--- src/design/dec_pkg.sv ---
`default_nettype none

package dec_pkg;

  // Widths of the configuration port and the registers behind it.
  localparam int unsigned CFG_IDX_W  = 3;
  localparam int unsigned CFG_DATA_W = 16;
  localparam int unsigned COUNT_W    = 16;
  localparam int unsigned RUN_W      = 17;

  // Register indexes on the configuration port.
  localparam logic [CFG_IDX_W-1:0] REG_DEBOUNCE_SAMPLES = 3'd0;
  localparam logic [CFG_IDX_W-1:0] REG_EDGE_MODE        = 3'd1;
  localparam logic [CFG_IDX_W-1:0] REG_MAX_COUNT        = 3'd2;
  localparam logic [CFG_IDX_W-1:0] REG_STEP_SIZE        = 3'd3;
  localparam logic [CFG_IDX_W-1:0] REG_INITIAL_LEVEL    = 3'd4;

  // Bit positions inside edge_mode.
  localparam int unsigned MODE_NO_RISE = 0;
  localparam int unsigned MODE_NO_FALL = 1;

  // Reset value of step_size.
  localparam logic [COUNT_W-1:0] STEP_SIZE_RST = 16'd1;

  // Live configuration seen by the tracker.
  typedef struct packed {
    logic [COUNT_W-1:0] debounce_samples;
    logic [1:0]         edge_mode;
    logic [COUNT_W-1:0] max_count;
    logic [COUNT_W-1:0] step_size;
  } dec_cfg_t;

  // Set-up request that reloads the debounced level.
  typedef struct packed {
    logic load;
    logic level;
  } dec_setup_t;

  // One result beat.
  typedef struct packed {
    logic [COUNT_W-1:0] count_value;
    logic               debounced_level;
  } dec_result_t;

endpackage

`default_nettype wire

--- src/design/dec_if.sv ---
`default_nettype none

// Input channel: one sampled pin level per beat.
interface dec_in_if;
  logic valid;
  logic ready;
  logic pin_level;

  modport source (output valid, output pin_level, input ready);
  modport sink   (input valid, input pin_level, output ready);
endinterface

// Result channel: count and debounced level per beat.
interface dec_out_if;
  logic        valid;
  logic        ready;
  logic [15:0] count_value;
  logic        debounced_level;

  modport source (output valid, output count_value, output debounced_level, input ready);
  modport sink   (input valid, input count_value, input debounced_level, output ready);
endinterface

`default_nettype wire

--- src/design/dec_cfg_regs.sv ---
`default_nettype none

module dec_cfg_regs
  import dec_pkg::*;
(
  input  wire logic                  clk,
  input  wire logic                  rst_n,
  input  wire logic                  cfg_we,
  input  wire logic [CFG_IDX_W-1:0]  cfg_index,
  input  wire logic [CFG_DATA_W-1:0] cfg_wdata,
  output dec_cfg_t                   cfg,
  output dec_setup_t                 setup
);

  dec_cfg_t cfg_r;

  // Register file; unknown indexes are ignored.
  always_ff @(posedge clk) begin
    if (!rst_n) begin
      cfg_r.debounce_samples <= '0;
      cfg_r.edge_mode        <= '0;
      cfg_r.max_count        <= '0;
      cfg_r.step_size        <= STEP_SIZE_RST;
    end else if (cfg_we) begin
      unique case (cfg_index)
        REG_DEBOUNCE_SAMPLES: cfg_r.debounce_samples <= cfg_wdata;
        REG_EDGE_MODE:        cfg_r.edge_mode        <= cfg_wdata[1:0];
        REG_MAX_COUNT:        cfg_r.max_count        <= cfg_wdata;
        REG_STEP_SIZE:        cfg_r.step_size        <= cfg_wdata;
        default: ;
      endcase
    end
  end

  assign cfg = cfg_r;

  // Writing initial_level reloads the debounced level and clears the run counter directly.
  assign setup.load  = cfg_we && (cfg_index == REG_INITIAL_LEVEL);
  assign setup.level = cfg_wdata[0];

endmodule

`default_nettype wire

--- src/design/dec_tracker.sv ---
`default_nettype none

module dec_tracker
  import dec_pkg::*;
(
  input  wire logic       clk,
  input  wire logic       rst_n,
  input  wire logic       accept,
  input  wire logic       pin_level,
  input  wire dec_cfg_t   cfg,
  input  wire dec_setup_t setup,
  output dec_result_t     result
);

  logic               stable_r, stable_nxt;
  logic [RUN_W-1:0]   run_r, run_nxt;
  logic [COUNT_W-1:0] count_r, count_nxt;

  logic               differs;
  logic [RUN_W-1:0]   run_inc;
  logic               flip;
  logic               counted;
  logic [COUNT_W:0]   sum;
  logic               clip;
  logic [COUNT_W-1:0] count_add;

  // Debounce decision and the add for one sample, saturating at max_count when it is nonzero.
  always_comb begin
    differs   = (pin_level != stable_r);
    run_inc   = run_r + RUN_W'(1);
    flip      = differs && (run_inc > {1'b0, cfg.debounce_samples});
    counted   = flip && (pin_level ? !cfg.edge_mode[MODE_NO_RISE]
                                   : !cfg.edge_mode[MODE_NO_FALL]);
    sum       = {1'b0, count_r} + {1'b0, cfg.step_size};
    clip      = (cfg.max_count != '0) && (sum > {1'b0, cfg.max_count});
    count_add = clip ? cfg.max_count : sum[COUNT_W-1:0];

    stable_nxt = flip ? pin_level : stable_r;
    run_nxt    = (differs && !flip) ? run_inc : '0;
    count_nxt  = counted ? count_add : count_r;
  end

  // State moves on each accepted beat; a set-up write reloads the level.
  always_ff @(posedge clk) begin
    if (!rst_n) begin
      stable_r <= 1'b0;
      run_r    <= '0;
      count_r  <= '0;
    end else if (setup.load) begin
      stable_r <= setup.level;
      run_r    <= '0;
    end else if (accept) begin
      stable_r <= stable_nxt;
      run_r    <= run_nxt;
      count_r  <= count_nxt;
    end
  end

  assign result.count_value     = count_nxt;
  assign result.debounced_level = stable_nxt;

endmodule

`default_nettype wire

--- src/design/dec_out_stage.sv ---
`default_nettype none

module dec_out_stage
  import dec_pkg::*;
(
  input  wire logic        clk,
  input  wire logic        rst_n,
  input  wire logic        load,
  input  wire dec_result_t result,
  input  wire logic        out_ready,
  output logic             can_load,
  output logic             out_valid,
  output dec_result_t      out_data
);

  logic        valid_r, valid_nxt;
  dec_result_t data_r;

  // The register takes a new beat when empty or being drained this cycle.
  assign can_load = !valid_r || out_ready;

  always_comb begin
    valid_nxt = valid_r;
    if (load) begin
      valid_nxt = 1'b1;
    end else if (out_ready) begin
      valid_nxt = 1'b0;
    end
  end

  always_ff @(posedge clk) begin
    if (!rst_n) begin
      valid_r <= 1'b0;
    end else begin
      valid_r <= valid_nxt;
    end
  end

  // Payload needs no reset.
  always_ff @(posedge clk) begin
    if (load) begin
      data_r <= result;
    end
  end

  assign out_valid = valid_r;
  assign out_data  = data_r;

endmodule

`default_nettype wire

--- src/design/debounced_edge_counter_core.sv ---
`default_nettype none

// Channel   Role    Beat contents
// in_ch     sink    pin_level
// out_ch    source  count_value, debounced_level
// cfg_*     write   cfg_index selects the register, cfg_wdata carries its value
//
// One sample per cycle while the output is not stalled: each accepted beat updates the
// state, and its result is loaded into the output register together with that update.
// Synchronous active-low reset clears the state, the count and the output valid.
// A stalled output keeps in_ch.ready low only while the output register is full
// and not being drained; one result is delivered per sample, in order.

module debounced_edge_counter_core
  import dec_pkg::*;
(
  input  wire logic                  clk,
  input  wire logic                  rst_n,
  dec_in_if.sink                     in_ch,
  dec_out_if.source                  out_ch,
  input  wire logic                  cfg_we,
  input  wire logic [CFG_IDX_W-1:0]  cfg_index,
  input  wire logic [CFG_DATA_W-1:0] cfg_wdata
);

  dec_cfg_t    cfg;
  dec_setup_t  setup;
  dec_result_t result;
  dec_result_t out_data;
  logic        can_load;
  logic        accept;

  assign in_ch.ready = can_load;
  assign accept      = in_ch.valid && can_load;

  dec_cfg_regs u_cfg (
    .clk       (clk),
    .rst_n     (rst_n),
    .cfg_we    (cfg_we),
    .cfg_index (cfg_index),
    .cfg_wdata (cfg_wdata),
    .cfg       (cfg),
    .setup     (setup)
  );

  dec_tracker u_tracker (
    .clk       (clk),
    .rst_n     (rst_n),
    .accept    (accept),
    .pin_level (in_ch.pin_level),
    .cfg       (cfg),
    .setup     (setup),
    .result    (result)
  );

  dec_out_stage u_out (
    .clk       (clk),
    .rst_n     (rst_n),
    .load      (accept),
    .result    (result),
    .out_ready (out_ch.ready),
    .can_load  (can_load),
    .out_valid (out_ch.valid),
    .out_data  (out_data)
  );

  assign out_ch.count_value     = out_data.count_value;
  assign out_ch.debounced_level = out_data.debounced_level;

endmodule

`default_nettype wire
--- src/flat_wrapper.sv ---
// flat-port wrapper written by rule: the top's interface ports become plain ports
module debounced_edge_counter_core_flat import dec_pkg::*;
  (clk, rst_n, cfg_we, cfg_index, cfg_wdata, in_ch_valid, in_ch_pin_level, in_ch_ready, out_ch_valid, out_ch_count_value, out_ch_debounced_level, out_ch_ready);
  dec_in_if in_ch_i ();
  dec_out_if out_ch_i ();
  input  wire logic clk;
  input  wire logic rst_n;
  input  wire logic cfg_we;
  input  wire logic [CFG_IDX_W-1:0] cfg_index;
  input  wire logic [CFG_DATA_W-1:0] cfg_wdata;
  input wire logic [$bits(in_ch_i.valid)-1:0] in_ch_valid;
  input wire logic [$bits(in_ch_i.pin_level)-1:0] in_ch_pin_level;
  output wire logic [$bits(in_ch_i.ready)-1:0] in_ch_ready;
  output wire logic [$bits(out_ch_i.valid)-1:0] out_ch_valid;
  output wire logic [$bits(out_ch_i.count_value)-1:0] out_ch_count_value;
  output wire logic [$bits(out_ch_i.debounced_level)-1:0] out_ch_debounced_level;
  input wire logic [$bits(out_ch_i.ready)-1:0] out_ch_ready;
  assign in_ch_i.valid = in_ch_valid;
  assign in_ch_i.pin_level = in_ch_pin_level;
  assign in_ch_ready = in_ch_i.ready;
  assign out_ch_valid = out_ch_i.valid;
  assign out_ch_count_value = out_ch_i.count_value;
  assign out_ch_debounced_level = out_ch_i.debounced_level;
  assign out_ch_i.ready = out_ch_ready;
  debounced_edge_counter_core u_core (.clk(clk), .rst_n(rst_n), .in_ch(in_ch_i), .out_ch(out_ch_i), .cfg_we(cfg_we), .cfg_index(cfg_index), .cfg_wdata(cfg_wdata));
endmodule
--- config.mk ---
export PLATFORM = sky130hd
export DESIGN_NAME = debounced_edge_counter_core_flat
export DESIGN_NICKNAME = d
export VERILOG_FILES = /design/src/design/dec_pkg.sv /design/src/design/dec_if.sv /design/src/design/dec_cfg_regs.sv /design/src/design/dec_tracker.sv /design/src/design/dec_out_stage.sv /design/src/design/debounced_edge_counter_core.sv /design/src/flat_wrapper.sv
export SDC_FILE = /design/constraint.sdc
export NUM_CORES = 1
export LEC_CHECK = 0
export CORE_ASPECT_RATIO = 1.5
export CORE_MARGIN = 2
export CORE_UTILIZATION = 25
export CTS_CLUSTER_SIZE = 28
export DETAILED_ROUTE_END_ITERATION = 8
export DONT_BUFFER_PORTS = 1
export GPL_ROUTABILITY_DRIVEN = 0
export SETUP_SLACK_MARGIN = 0.5
export SYNTH_ARGS = -nofsm -noshare
export SYNTH_HDL_FRONTEND = slang
export SYNTH_HIERARCHICAL = 1
export SYNTH_SLANG_ARGS = --single-unit
--- constraint.sdc ---
create_clock -name clk -period 9.5 [get_ports clk]
set_input_delay 1.9 -clock clk [delete_from_list [all_inputs] [get_ports clk]]
set_output_delay 1.9 -clock clk [all_outputs]
set_load 0.01 [all_outputs]
; After elaboration in Yosys (flattened, before gate mapping)
; Index checks and enable logic that the tools add are counted.
[word_totals]
in_bits = 25
elab_cells = 51
output_inout_bits = 19
register_bits = 102
[op_classes]
mux = 9
eq_ne = 5
bitwise = 2
n_lt_le_gt_ge = 2
n_addsub = 2
reduce_logical = 21
[op_table]
columns = operator, n
row1 = $gt 17x16->1, 2
row2 = $mux 16, 2
row3 = $add 16x16->17, 1
row4 = $add 17x1->17 const B, 1
row5 = $mux 17, 1
row6 = $reduce_bool 16->1, 1
row7 = $reduce_and 2->1, 5
row8 = $eq 3x2->1 const B, 2
row9 = $logic_and 1x1->1, 6
row10 = $mux 1, 6
row11 = $logic_not 1->1, 4
row12 = $reduce_bool 2->1, 2
row13 = $eq 3x1->1 const B, 1
row14 = $eq 3x3->1 const B, 1
row15 = $logic_not 3->1, 1
row16 = $not 1->1, 2
row17 = $reduce_or 2->1, 1
row18 = $logic_or 1x1->1, 1
row19 = $ne 1x1->1, 1

; Logic depth before layout (Yosys ltp)
[depth]
depth_word = 6
mapped_depth = 16
ltp_nobuf = 15

; Modules after synthesis
; Netlist, hierarchy kept.
[by_module_without_submodules]
columns = mod, instances, area_per_inst_um2, cells_per_inst, seq_area_each_um2
row1 = dec_tracker, 1, 3751.1, 477, 680.7
row2 = dec_cfg_regs, 1, 1931.9, 187, 1001.0
row3 = dec_out_stage, 1, 559.3, 21, 530.5
row4 = debounced_edge_counter_core, 1, 6.3, 1, 0.0

; Worst setup path before layout
; Ideal clock, no wire load.
[synth_timing]
path_type = input to register
start = input port out_ch_ready
end = register u_core.u_tracker.count_r[5]
arrival_ps = 4009
path_slack_ps = 5372
setup_time_ps = 119
n_path_buf = 2
cell_stages = 10
t_required_ps = 9381
cell_sequence = nand2b_4 -> and2_1 -> inv_1 -> or3_1 -> a211oi_1 -> or2_1 -> buf_2 -> buf_2 -> o21a_1 -> a21oi_1
[synth_between]
elab_chain_cells = 3
[synth_lines]
columns = item, line
row1 = from (decl), flat_wrapper.sv:17  ; input wire logic [$bits(out_ch_i.ready)-1:0] out_ch_ready;
row2 = $logic_or 1x1->1, dec_out_stage.sv:20  ; assign can_load = !valid_r || out_ready;
row3 = $logic_and 1x1->1, debounced_edge_counter_core.sv:34  ; assign accept = in_ch.valid && can_load;
row4 = via u_core.accept, debounced_edge_counter_core.sv:31  ; logic accept;
row5 = $reduce_and 2->1 (no source line), -
row6 = to (signal assigned), dec_tracker.sv:55  ; count_r <= count_nxt;
row7 = to (decl), dec_tracker.sv:17  ; logic [COUNT_W-1:0] count_r, count_nxt;
; The timed path passes the listed nets, and every way through them passes these cells.
; A chain may end at the register's enable or synchronous reset.

==> results.toml <==
[placement]
portBuffers = 0
dpl.hpwl_um = 12500
dp_cells = 982
postPlaceCellArea_um2 = 6500
dp_slack_ns = 4.63

[yosys]
synth_edf_count = 17
synth.distinct_cells = 76
avgSynthCellArea_um2 = 9.11
synth_top_cell_by_area = "dfxtp_1"
synth_cells = 686
yosysMostFrequentCell = "nand2_1"
ys.warnings.count = 6
synth_seq_cells = 102
seq_area_frac_synth = 0.354
synth_area_um2 = 6250
ys_async_sr_fraction = 0
synthFlopType = "dfxtp_1"
synthTopCellsByCount = "nand2_1, dfxtp_1, mux2i_1"
syn_nets = 761
synthDominantCellAreaShare = 0.272
synthTopCellsByArea = "dfxtp_1, ha_1, mux2i_1"

[cells_and_area]
area.sequential_um2 = 2210
area_growth_syn_to_layout_pct = 8.85
fin_cells = 998
post-route-util = 0.278
nets = 744
drive_above_1_share = 0.0593
multi_input_area_um2 = 3710
num-fill-cells = 2566
fin_area_um2 = 6800
antenna_cells = 0

[drt]
drtAntennaViolNets = 0
drc_errors = 0
wl_per_cell_um = 16.4
firstDrtPassIters = 7
drt_first_iter_violations = 339
routed_wl_um = 16400
routed_via_density = 4.95
vias = 4939

[sta]
relSlewSlack = 0.284
setup_viol = 0
setup_ws_ns = 4.59
tns_ns = 0
tightest_slew_ns = 1.07
fin_hold_ws_ns = 0.464
final.min_clock_period_ns = 4.91
rsz0062_at_grt = "false"
slew_viol_final = 0
finClkSkew_ns = 0.0102
timing.final.crit_share = 0.517
hold_viol = 0
fmax_ghz = 0.204

[floorplan]
initial_core_util = 0.256
ios = 44
dieWidth_um = 133
dieArea_um2 = 26300
row_count = 70
dieHeight_um = 198
coreArea_um2 = 24400

[setup_path]
cpMaxStageDelayCell = "a31oi_2"
crit_start = "u_core/u_cfg/cfg[0]"
worstSetupPathType = "reg2reg"
cp_max_fo = 14
cp-start-kind = "register"
worst-endpoint-required_ns = 9.60
cp-end-kind = "register"
cp_slowest_stage_delay_ns = 0.66
worstPathArrival_ns = 5.01
reg2reg_from = "u_core/u_cfg/cfg[0]"
crit_chain = "ha_1, fa_1, a211oi_2, o21ai_0, a21o_1, a21oi_1, xnor2_1, ha_1, nand4_1, nor3_1, a2111o_1, a2111o_1, a31oi_2, nor2_2, a221o_1"

[power]
p_leak_nw = 2.68
powerDensity_nw_per_um2 = 160
power_mw = 1.09
ir_worst_vdd_mv = 0.0744

[hold_path]
holdCritPathClass = "reg2reg"
worstHoldStart = "u_core/u_cfg/cfg[48]"

[clock_network]
htree_levels = 3
cts_tree = "done"
cts.path.max_buffers = 2
hold_buffers = 0
clkTransAtPathRegs_ns = 0.08
cts_sinks = 102
cts_buffers = 9
clockRootBuffer = "clkbuf_16"
clk_latency_ns = 0.35
postCtsSetupRepairBufs = 0
cts.repair.resized = 0

[grt]
grt_pass1_vias = 4791
antenna_found_initial = 1
grt_usage = 0.123
grt_max_degree = 91
grt_pass1_wl_um = 25500
grt-ovfl-total = 0

[job]
max_cap_violations = 0

[status]
status = "finished, final reports clean"
## cells by family after synthesis
family          after synthesis  share of synthesized area
simple gates                229                      0.185
compound gates              156                      0.182
flops                       102                      0.354
buf+inv                      70                     0.0557
mux                          54                     0.0869
fa+ha+maj                    50                      0.101
xor+xnor                     25                     0.0350
## worst max-delay path, delay by kind of cell (launching register included)
kind | cells | cell delay (ns)
AND/OR/NAND/NOR | 3 | 0.43
AO/OA/AOI/OAI | 8 | 2.74
flip-flops | 1 | 0.33
XOR/XNOR | 1 | 0.20
adder cells (fa/ha/maj) | 3 | 0.98
## final cells by class
type                    instances  share of cell area
clock buffers                  10              0.0368
repair buffers                  4             0.00442
multi-input cells             514               0.545
well taps                     324              0.0596
clock inverters                 6             0.00754
flip-flops and latches        102               0.325
inverters                      38              0.0210
## flip-flops by register name (all words and copies together) (netlist names)
signal,cells
u_core/u_tracker/stable_r,1
u_core/u_cfg/cfg,50
u_core/u_out/out_data,17
u_core/u_out/out_valid,1
u_core/u_tracker/count_r,16
u_core/u_tracker/run_r,17
## power by group
group          internal (mW)  leakage [nW]  switching [mW]
Combinational         0.0829          1.67           0.143
Clock                  0.198         0.150           0.180
Sequential             0.463         0.860          0.0193
## layout by cell type, fill, tap and decap left out, types with 6 or more instances in the layout
master and n:
nand2_1 101, dfxtp_1 85, mux2i_1 52, ha_1 49, inv_1 38, a21oi_1 32, o21ai_0 23, nor2_1 23
nand3_1 18, and2_1 17, edfxtp_1 17, xnor2_1 17, a221o_1 13, a22oi_1 11, clkbuf_16 10, and3_1 10
a31oi_1 10, nand4_1 9, o21a_1 9, nor2b_1 8, a21o_1 8, xor2_1 8, a211oi_1 7, nor4_1 7
nor3_1 6, nand2b_1 6
## routing by layer
| layer | part of all wire | wire [um] | track usage |
|---|---|---|---|
| met3 | 0.040 | 660 | 0.0275 |
| met2 | 0.54 | 8790 | 0.238 |
| met4 | 0.023 | 369 | 0.0422 |
| met1 | 0.40 | 6560 | 0.128 |
| met5 | 0.00098 | 16 | 0 |
## final timing paths
check / slack, ns / endpoint / cells after the start
max: 4.59 / u_core/u_out/out_data[7] / 15
min: 0.46 / u_core/u_cfg/cfg[48] / 2
max reg2reg: 4.59 / u_core/u_out/out_data[7] / 15
min reg2reg: 0.46 / u_core/u_cfg/cfg[48] / 2
Note: power is estimated with default switching activity, not from simulation.
